--- src/hdl/sco_pkg.sv ---
// Package for the cursor overlay: register map, configuration struct and shape ROMs.
package sco_pkg;

  localparam int CfgIdxW   = 3;
  localparam int CfgDataW  = 8;
  localparam int CoordW    = 8;
  localparam int PixW      = 8;
  localparam int SightDim  = 13;
  localparam int SightOfs  = 7;
  localparam int ArrowW    = 11;
  localparam int ArrowH    = 19;
  localparam int SightIdxW = $clog2(SightDim * SightDim);
  localparam int ArrowIdxW = $clog2(ArrowW * ArrowH);

  localparam logic [PixW-1:0] ShadeBase = 8'hBF;
  localparam logic [PixW-1:0] ShadeMask = 8'h3F;
  localparam logic [PixW-1:0] ArrowBase = 8'd127;

  typedef enum logic [CfgIdxW-1:0] {
    CFG_CROSS_EN = 3'd0,
    CFG_ARROW_EN = 3'd1,
    CFG_GUN_X    = 3'd2,
    CFG_GUN_Y    = 3'd3,
    CFG_ARROW_X  = 3'd4,
    CFG_ARROW_Y  = 3'd5
  } cfg_reg_e;

  typedef logic [1:0] code_t;

  localparam code_t CodeNone  = 2'd0;
  localparam code_t CodeShade = 2'd3;

  typedef struct packed {
    logic              cross_en;
    logic              arrow_en;
    logic [CoordW-1:0] gun_x;
    logic [CoordW-1:0] gun_y;
    logic [CoordW-1:0] arrow_x;
    logic [CoordW-1:0] arrow_y;
  } cfg_t;

  localparam code_t SIGHT_ROM [SightDim*SightDim] = '{
    2'd0,2'd0,2'd0,2'd0,2'd0,2'd0,2'd1,2'd0,2'd0,2'd0,2'd0,2'd0,2'd0,
    2'd0,2'd0,2'd0,2'd0,2'd0,2'd0,2'd2,2'd0,2'd0,2'd0,2'd0,2'd0,2'd0,
    2'd0,2'd0,2'd0,2'd0,2'd0,2'd0,2'd1,2'd0,2'd0,2'd0,2'd0,2'd0,2'd0,
    2'd0,2'd0,2'd0,2'd0,2'd0,2'd0,2'd2,2'd0,2'd0,2'd0,2'd0,2'd0,2'd0,
    2'd0,2'd0,2'd0,2'd0,2'd0,2'd0,2'd0,2'd0,2'd0,2'd0,2'd0,2'd0,2'd0,
    2'd0,2'd0,2'd0,2'd0,2'd0,2'd0,2'd3,2'd0,2'd0,2'd0,2'd0,2'd0,2'd0,
    2'd1,2'd2,2'd1,2'd2,2'd0,2'd3,2'd3,2'd3,2'd0,2'd2,2'd1,2'd2,2'd1,
    2'd0,2'd0,2'd0,2'd0,2'd0,2'd0,2'd3,2'd0,2'd0,2'd0,2'd0,2'd0,2'd0,
    2'd0,2'd0,2'd0,2'd0,2'd0,2'd0,2'd0,2'd0,2'd0,2'd0,2'd0,2'd0,2'd0,
    2'd0,2'd0,2'd0,2'd0,2'd0,2'd0,2'd2,2'd0,2'd0,2'd0,2'd0,2'd0,2'd0,
    2'd0,2'd0,2'd0,2'd0,2'd0,2'd0,2'd1,2'd0,2'd0,2'd0,2'd0,2'd0,2'd0,
    2'd0,2'd0,2'd0,2'd0,2'd0,2'd0,2'd2,2'd0,2'd0,2'd0,2'd0,2'd0,2'd0,
    2'd0,2'd0,2'd0,2'd0,2'd0,2'd0,2'd1,2'd0,2'd0,2'd0,2'd0,2'd0,2'd0
  };

  localparam code_t ARROW_ROM [ArrowW*ArrowH] = '{
    2'd1,2'd0,2'd0,2'd0,2'd0,2'd0,2'd0,2'd0,2'd0,2'd0,2'd0,
    2'd1,2'd1,2'd0,2'd0,2'd0,2'd0,2'd0,2'd0,2'd0,2'd0,2'd0,
    2'd1,2'd2,2'd1,2'd0,2'd0,2'd0,2'd0,2'd0,2'd0,2'd0,2'd0,
    2'd1,2'd2,2'd2,2'd1,2'd0,2'd0,2'd0,2'd0,2'd0,2'd0,2'd0,
    2'd1,2'd2,2'd2,2'd2,2'd1,2'd0,2'd0,2'd0,2'd0,2'd0,2'd0,
    2'd1,2'd2,2'd2,2'd2,2'd2,2'd1,2'd0,2'd0,2'd0,2'd0,2'd0,
    2'd1,2'd2,2'd2,2'd2,2'd2,2'd2,2'd1,2'd0,2'd0,2'd0,2'd0,
    2'd1,2'd2,2'd2,2'd2,2'd2,2'd2,2'd2,2'd1,2'd0,2'd0,2'd0,
    2'd1,2'd2,2'd2,2'd2,2'd2,2'd2,2'd2,2'd2,2'd1,2'd0,2'd0,
    2'd1,2'd2,2'd2,2'd2,2'd2,2'd2,2'd2,2'd2,2'd2,2'd1,2'd0,
    2'd1,2'd2,2'd2,2'd2,2'd2,2'd2,2'd1,2'd1,2'd1,2'd1,2'd1,
    2'd1,2'd2,2'd2,2'd1,2'd2,2'd2,2'd1,2'd0,2'd0,2'd0,2'd0,
    2'd1,2'd2,2'd1,2'd0,2'd1,2'd2,2'd2,2'd1,2'd0,2'd0,2'd0,
    2'd1,2'd1,2'd0,2'd0,2'd1,2'd2,2'd2,2'd1,2'd0,2'd0,2'd0,
    2'd1,2'd0,2'd0,2'd0,2'd0,2'd1,2'd2,2'd2,2'd1,2'd0,2'd0,
    2'd0,2'd0,2'd0,2'd0,2'd0,2'd1,2'd2,2'd2,2'd1,2'd0,2'd0,
    2'd0,2'd0,2'd0,2'd0,2'd0,2'd0,2'd1,2'd2,2'd2,2'd1,2'd0,
    2'd0,2'd0,2'd0,2'd0,2'd0,2'd0,2'd1,2'd2,2'd2,2'd1,2'd0,
    2'd0,2'd0,2'd0,2'd0,2'd0,2'd0,2'd0,2'd1,2'd1,2'd0,2'd0
  };

endpackage

--- src/hdl/sco_cfg_regs.sv ---
// Configuration register file for the cursor overlay.
module sco_cfg_regs (
  input  logic                             clk_i,
  input  logic                             rst_ni,
  input  logic                             cfg_we_i,
  input  logic [sco_pkg::CfgIdxW-1:0]      cfg_idx_i,
  input  logic [sco_pkg::CfgDataW-1:0]     cfg_wdata_i,
  output sco_pkg::cfg_t                    cfg_o
);

  sco_pkg::cfg_t cfg_q, cfg_d;

  always_comb begin
    cfg_d = cfg_q;
    if (cfg_we_i) begin
      unique case (sco_pkg::cfg_reg_e'(cfg_idx_i))
        sco_pkg::CFG_CROSS_EN: cfg_d.cross_en = cfg_wdata_i[0];
        sco_pkg::CFG_ARROW_EN: cfg_d.arrow_en = cfg_wdata_i[0];
        sco_pkg::CFG_GUN_X:    cfg_d.gun_x    = cfg_wdata_i;
        sco_pkg::CFG_GUN_Y:    cfg_d.gun_y    = cfg_wdata_i;
        sco_pkg::CFG_ARROW_X:  cfg_d.arrow_x  = cfg_wdata_i;
        sco_pkg::CFG_ARROW_Y:  cfg_d.arrow_y  = cfg_wdata_i;
        default:               cfg_d          = cfg_q;
      endcase
    end
  end

  always_ff @(posedge clk_i or negedge rst_ni) begin
    if (!rst_ni) begin
      cfg_q <= '0;
    end else begin
      cfg_q <= cfg_d;
    end
  end

  assign cfg_o = cfg_q;

endmodule

--- src/hdl/sco_overlay.sv ---
// Per-pixel crosshair and arrow overlay logic.
module sco_overlay #(
  parameter int FRAME_WIDTH  = 256,
  parameter int FRAME_HEIGHT = 240
) (
  input  sco_pkg::cfg_t                cfg_i,
  input  logic [sco_pkg::CoordW-1:0]   pixel_x_i,
  input  logic [sco_pkg::CoordW-1:0]   pixel_y_i,
  input  logic [sco_pkg::PixW-1:0]     pixel_in_i,
  output logic [sco_pkg::PixW-1:0]     pixel_out_o
);

  localparam int DW = sco_pkg::CoordW + 2;

  logic                              in_frame;
  logic signed [DW-1:0]              cx, cy, ax, ay;
  logic                              sight_hit, arrow_hit, arrow_anchor_ok;
  logic [sco_pkg::SightIdxW-1:0]     sight_idx;
  logic [sco_pkg::ArrowIdxW-1:0]     arrow_idx;
  sco_pkg::code_t                    sight_code, arrow_code;
  logic [sco_pkg::PixW-1:0]          pix;

  assign in_frame = (int'(pixel_x_i) < FRAME_WIDTH) && (int'(pixel_y_i) < FRAME_HEIGHT);
  assign arrow_anchor_ok = (int'(cfg_i.arrow_x) < FRAME_WIDTH) &&
                           (int'(cfg_i.arrow_y) < FRAME_HEIGHT);

  // offsets into the shapes, signed so that clipping on the left/top shows up
  assign cx = signed'({2'b00, pixel_x_i}) - signed'({2'b00, cfg_i.gun_x})
              + DW'(sco_pkg::SightOfs);
  assign cy = signed'({2'b00, pixel_y_i}) - signed'({2'b00, cfg_i.gun_y})
              + DW'(sco_pkg::SightOfs);
  assign ax = signed'({2'b00, pixel_x_i}) - signed'({2'b00, cfg_i.arrow_x});
  assign ay = signed'({2'b00, pixel_y_i}) - signed'({2'b00, cfg_i.arrow_y});

  assign sight_hit = in_frame && cfg_i.cross_en &&
                     (cx >= 0) && (cx < DW'(sco_pkg::SightDim)) &&
                     (cy >= 0) && (cy < DW'(sco_pkg::SightDim));
  assign arrow_hit = in_frame && cfg_i.arrow_en && arrow_anchor_ok &&
                     (ax >= 0) && (ax < DW'(sco_pkg::ArrowW)) &&
                     (ay >= 0) && (ay < DW'(sco_pkg::ArrowH));

  assign sight_idx = sco_pkg::SightIdxW'(cy[3:0]) * sco_pkg::SightIdxW'(sco_pkg::SightDim)
                     + sco_pkg::SightIdxW'(cx[3:0]);
  assign arrow_idx = sco_pkg::ArrowIdxW'(ay[4:0]) * sco_pkg::ArrowIdxW'(sco_pkg::ArrowW)
                     + sco_pkg::ArrowIdxW'(ax[3:0]);

  assign sight_code = sight_hit ? sco_pkg::SIGHT_ROM[sight_idx] : sco_pkg::CodeNone;
  assign arrow_code = arrow_hit ? sco_pkg::ARROW_ROM[arrow_idx] : sco_pkg::CodeNone;

  always_comb begin
    pix = pixel_in_i;
    if (sight_code == sco_pkg::CodeShade) begin
      pix = sco_pkg::ShadeBase - (pixel_in_i & sco_pkg::ShadeMask);
    end else if (sight_code != sco_pkg::CodeNone) begin
      pix = {6'b0, sight_code} - 8'd1;
    end
    if (arrow_code != sco_pkg::CodeNone) begin
      pix = {6'b0, arrow_code} + sco_pkg::ArrowBase;
    end
  end

  assign pixel_out_o = pix;

endmodule

--- src/hdl/sprite_cursor_overlay.sv ---
// Pipeline: an accepted request is held in the input register and then in the output register,
// which presents it. Throughput: one pixel per cycle while the sink does not stall; the two
// registers split the path, so a new pixel is taken while a result waits downstream.
// Reset: asynchronous active-low; pipeline valids clear and all registers read zero,
// so both cursor layers start disabled.
module sprite_cursor_overlay #(
  parameter int FRAME_WIDTH  = 256,
  parameter int FRAME_HEIGHT = 240
) (
  input  logic                          clk_i,
  input  logic                          rst_ni,
  input  logic                          cfg_we_i,
  input  logic [sco_pkg::CfgIdxW-1:0]   cfg_idx_i,
  input  logic [sco_pkg::CfgDataW-1:0]  cfg_wdata_i,
  input  logic                          s_axis_tvalid,
  output logic                          s_axis_tready,
  input  logic [23:0]                   s_axis_tdata,  // pixel_x, pixel_y, pixel_in
  output logic                          m_axis_tvalid,
  input  logic                          m_axis_tready,
  output logic [7:0]                    m_axis_tdata   // pixel_out
);

  sco_pkg::cfg_t cfg;

  logic        in_vld_q, in_vld_d;
  logic [23:0] in_data_q;
  logic        out_vld_q, out_vld_d;
  logic [7:0]  out_data_q;
  logic [7:0]  pix_res;
  logic        adv;
  logic        take;

  sco_cfg_regs u_cfg (
    .clk_i       (clk_i),
    .rst_ni      (rst_ni),
    .cfg_we_i    (cfg_we_i),
    .cfg_idx_i   (cfg_idx_i),
    .cfg_wdata_i (cfg_wdata_i),
    .cfg_o       (cfg)
  );

  sco_overlay #(
    .FRAME_WIDTH  (FRAME_WIDTH),
    .FRAME_HEIGHT (FRAME_HEIGHT)
  ) u_overlay (
    .cfg_i       (cfg),
    .pixel_x_i   (in_data_q[7:0]),
    .pixel_y_i   (in_data_q[15:8]),
    .pixel_in_i  (in_data_q[23:16]),
    .pixel_out_o (pix_res)
  );

  // output stage free or draining this cycle
  assign adv           = !out_vld_q || m_axis_tready;
  assign s_axis_tready = !in_vld_q || adv;
  assign take          = s_axis_tvalid && s_axis_tready;

  always_comb begin
    in_vld_d = in_vld_q;
    if (take) begin
      in_vld_d = 1'b1;
    end else if (adv) begin
      in_vld_d = 1'b0;
    end
    out_vld_d = adv ? in_vld_q : out_vld_q;
  end

  always_ff @(posedge clk_i or negedge rst_ni) begin
    if (!rst_ni) begin
      in_vld_q   <= 1'b0;
      out_vld_q  <= 1'b0;
      in_data_q  <= '0;
      out_data_q <= '0;
    end else begin
      in_vld_q  <= in_vld_d;
      out_vld_q <= out_vld_d;
      if (take) begin
        in_data_q <= s_axis_tdata;
      end
      if (adv && in_vld_q) begin
        out_data_q <= pix_res;
      end
    end
  end

  assign m_axis_tvalid = out_vld_q;
  assign m_axis_tdata  = out_data_q;

endmodule

--- config.mk ---
export PLATFORM = sky130hd
export DESIGN_NAME = sprite_cursor_overlay
export DESIGN_NICKNAME = d
export VERILOG_FILES = /design/src/hdl/sco_pkg.sv /design/src/hdl/sco_cfg_regs.sv /design/src/hdl/sco_overlay.sv /design/src/hdl/sprite_cursor_overlay.sv
export SDC_FILE = /design/constraint.sdc
export NUM_CORES = 1
export LEC_CHECK = 0
export BUFFER_PORTS_ARGS = -buffer_cell sky130_fd_sc_hd__buf_4
export CORE_MARGIN = 5
export CORE_UTILIZATION = 38
export DETAILED_ROUTE_END_ITERATION = 16
export GPL_TIMING_DRIVEN = 0
export PLACE_DENSITY_LB_ADDON = 0.12
export SYNTH_ARGS = -nofsm -noshare
export SYNTH_HDL_FRONTEND = slang
export SYNTH_SLANG_ARGS = --single-unit
--- constraint.sdc ---
create_clock -name clk_i -period 4.6 [get_ports clk_i]
set_input_delay 0 -clock clk_i [delete_from_list [all_inputs] [get_ports clk_i]]
set_output_delay 0 -clock clk_i [all_outputs]
set_load 0.02 [all_outputs]
==> run_results.csv <==
group,metric,value,unit
run_status,status,"finished with violations",
run_status,violations,"setup timing",
logic_synthesis,ys_ff_latch,68,
die,start_util,38.8,%
global_routing,grt_pass1_wl,29.5,mm
logic_synthesis,avgSynthCellArea,9.35,um^2
timing,tightestPinTransition,0.878,ns
routing,dr.pass1.iters,7,
worst_setup_path,endpoint_kind,"flip-flop",
global_routing,grt_use_total,18.2,%
worst_setup_path,criticalPathCategory,"flip-flop to flip-flop",
timing,timing.fmax,0.204,GHz
logic_synthesis,synth-edff-count,0,
timing,setup_viol,8,
worst_setup_path,path_max_fanout,7,
die,io_pins,50,
clocking,clk_latency,0.33,ns
die,die_h,140,um
routing,viasPerCell,5.40,
cells_and_area,drive_above_1_share,31.7,%
global_routing,overflow,0,
clocking,clockBufferDepth,2,
clocking,clock_sinks,68,
cells_and_area,final_common_cell,"buf_4",
timing,min_period_over_period,107,%
placed_design,dp_hpwl,13.1,mm
logic_synthesis,synthCells,689,
clocking,htree_levels,3,
routing,drt_iter0_markers,259,
cells_and_area,layout_common_cells,"89 x buf_4, 72 x ha_1, 66 x dfrtp_1",
global_routing,grt_max_degree,69,
run,drv_cap,0,
placed_design,place_congestion,0.840,
die,die_w,140,um
global_routing,grt_pass1_vias,5855,
routing,antenna_left,0,
worst_setup_path,start_kind,"flip-flop",
timing,hold_viol,0,
clocking,cts_tree,"yes",
cells_and_area,final_cell_area,8850,um^2
timing,relSlewSlack,41.5,%
cells_and_area,antennaDiodeCount,0,
cells_and_area,areaGrowthSynthToFinish,37.3,%
timing,rsz0062_at_grt,"yes",
placed_design,portBuffers,49,
logic_synthesis,ys_async_sr_fraction,100,%
routing,wirelength,17.8,mm
worst_setup_path,critPathRequiredTime,4.85,ns
timing,setup_ws,-0.302,ns
logic_synthesis,syn_area,6440,um^2
global_routing,antenna_found_initial,0,
die,placementRows,47,
die,core_area,16600,um^2
logic_synthesis,syn_nets,826,
die,die_area,19700,um^2
routing,route.detailed.drc,0,
min_path,hold_class,"primary input to flip-flop",
timing,finalMaxSlewViolations,0,
logic_synthesis,ys_warn_count,0,
clocking,cts.clk_slew.worst_paths,0.06,ns
placed_design,placed_area,7220,um^2
worst_setup_path,crit_arrival,5.16,ns
timing,fin_crit,4.90,ns
clocking,cts_root_buffer,"clkbuf_16",
routing,wl_per_cell,16.9,um
logic_synthesis,seq_area_frac_synth,26.4,%
clocking,numCtsBuffers,9,
timing,skew,0.00586,ns
logic_synthesis,synth.distinct_cells,83,
logic_synthesis,synth_flop_cell,"dfrtp_1",
routing,vias,5686,
cells_and_area,nets,964,
-- cells in the mapped netlist (6+ instances only) --
cell      count  area (um^2)
a21oi_1      29          145
nand2_1      55          206
mux2i_1      14          140
nand2b_1      8         50.1
nor2b_1      10         62.6
o22ai_1       8         50.1
o21ai_1       6         30.0
fa_1         10          200
xnor2_1      17          149
nand3_1      10         50.1
nor2_1       25         93.8
nor3_1       18         90.1
clkbuf_1      6         22.5
xor2_1       20          175
inv_1        61          229
a31oi_1       7         43.8
o21a_1       10         75.1
o211ai_1      7         52.6
mux2_2       45          507
dfrtp_1      68         1700
o21ai_0      37          185
ha_1         87         1090
or2_2         7         43.8
-- worst max-delay path, cell delays in order, from the launching register on --
cell      delay [ns]
dfrtp_1         0.39
inv_2           0.08
ha_4            0.20
nor2b_4         0.12
o21a_1          0.16
or3_1           0.32
and2_4          0.19
ha_4            0.21
fa_1            0.47
ha_1            0.29
ha_1            0.29
buf_6           0.15
o21a_1          0.17
o31a_1          0.17
o21a_1          0.20
nor2_1          0.17
xnor2_2         0.16
buf_4           0.19
a311oi_2        0.30
a31oi_4         0.08
o21ai_2         0.22
nand2_4         0.11
o211ai_2        0.17
-- timing repair --
action | in CTS | in global routing
gates resized for setup | 52 | 47
endpoints found under the hold margin | 122 | 0
pin swaps | 20 | 30
setup endpoints to repair | 8 | 8
setup buffers | 26 | 17
hold buffers | 35 | 0
-- per-stage QoR --
step	TNS [ns]	utilization (%)	hold slack [ns]	instances	setup WS, ns
after floorplan	-0.180	-	-0.296	689	-0.0368
after global placement	-6.48	43.5	0.151	958	-0.847
after detailed placement	-7.01	43.5	0.180	958	-0.916
after CTS	-2.30	50.9	0.0121	1035	-0.303
after global routing	-3.89	53.3	0.0199	1052	-0.529
final	-2.18	53.3	0.0294	1052	-0.302
-- routing by layer --
metal,vias up,global-route usage (%),part of all wire [%]
li1,2786,-,-
met1,2745,23.0,44
met3,27,2.08,2.6
met2,128,32.5,52
met5,-,0,0
met4,0,5.35,1.8
-- layout make-up --
class	instances	area, um^2
Clock inverter	6	136
Clock buffer	10	229
Fill cell	1499	7740
Buffer	14	96.3
Multi-Input combinational cell	545	5090
Timing Repair Buffer	127	1080
Tap cell	220	275
Sequential cell	68	1700
Inverter	62	236
-- registers in the layout, summed over array words and instances (netlist names) --
| signal | count |
|---|---|
| m_axis_tvalid | 1 |
| u_cfg.cfg_o | 34 |
| m_axis_tdata | 8 |
| in_vld_q | 1 |
| in_data_q | 24 |
-- worst paths after layout --
path / slack (ns) / depth (start not counted) / from / end
setup / recovery: -0.30 / 22 / u_cfg.cfg_o[1] / m_axis_tdata[1]
hold / removal: 0.03 / 2 / cfg_wdata_i[0] / u_cfg.cfg_o[0]
setup reg to reg: -0.30 / 22 / u_cfg.cfg_o[1] / m_axis_tdata[1]
hold reg to reg: 0.50 / 2 / m_axis_tdata[5] / m_axis_tdata[5]
max in group asynchronous: 3.66 / 2 / rst_ni / in_data_q[9]
min in group asynchronous: 0.33 / 2 / rst_ni / u_cfg.cfg_o[16]
-- logic make-up after synthesis --
kind of cell	Yosys count	share of synthesized area, %
and+or+nand+nor	181	14.9
AOI/OAI and AO/OA	169	18.1
adders and majority gates	97	20.0
buffers and inverters	76	4.99
DFF	68	26.4
muxes	60	10.2
xor gates and xnor gates	38	5.28
Power is left out: the tool's default activity adds up to more than one toggle a clock period on the data nets, which glitch-free logic cannot reach.
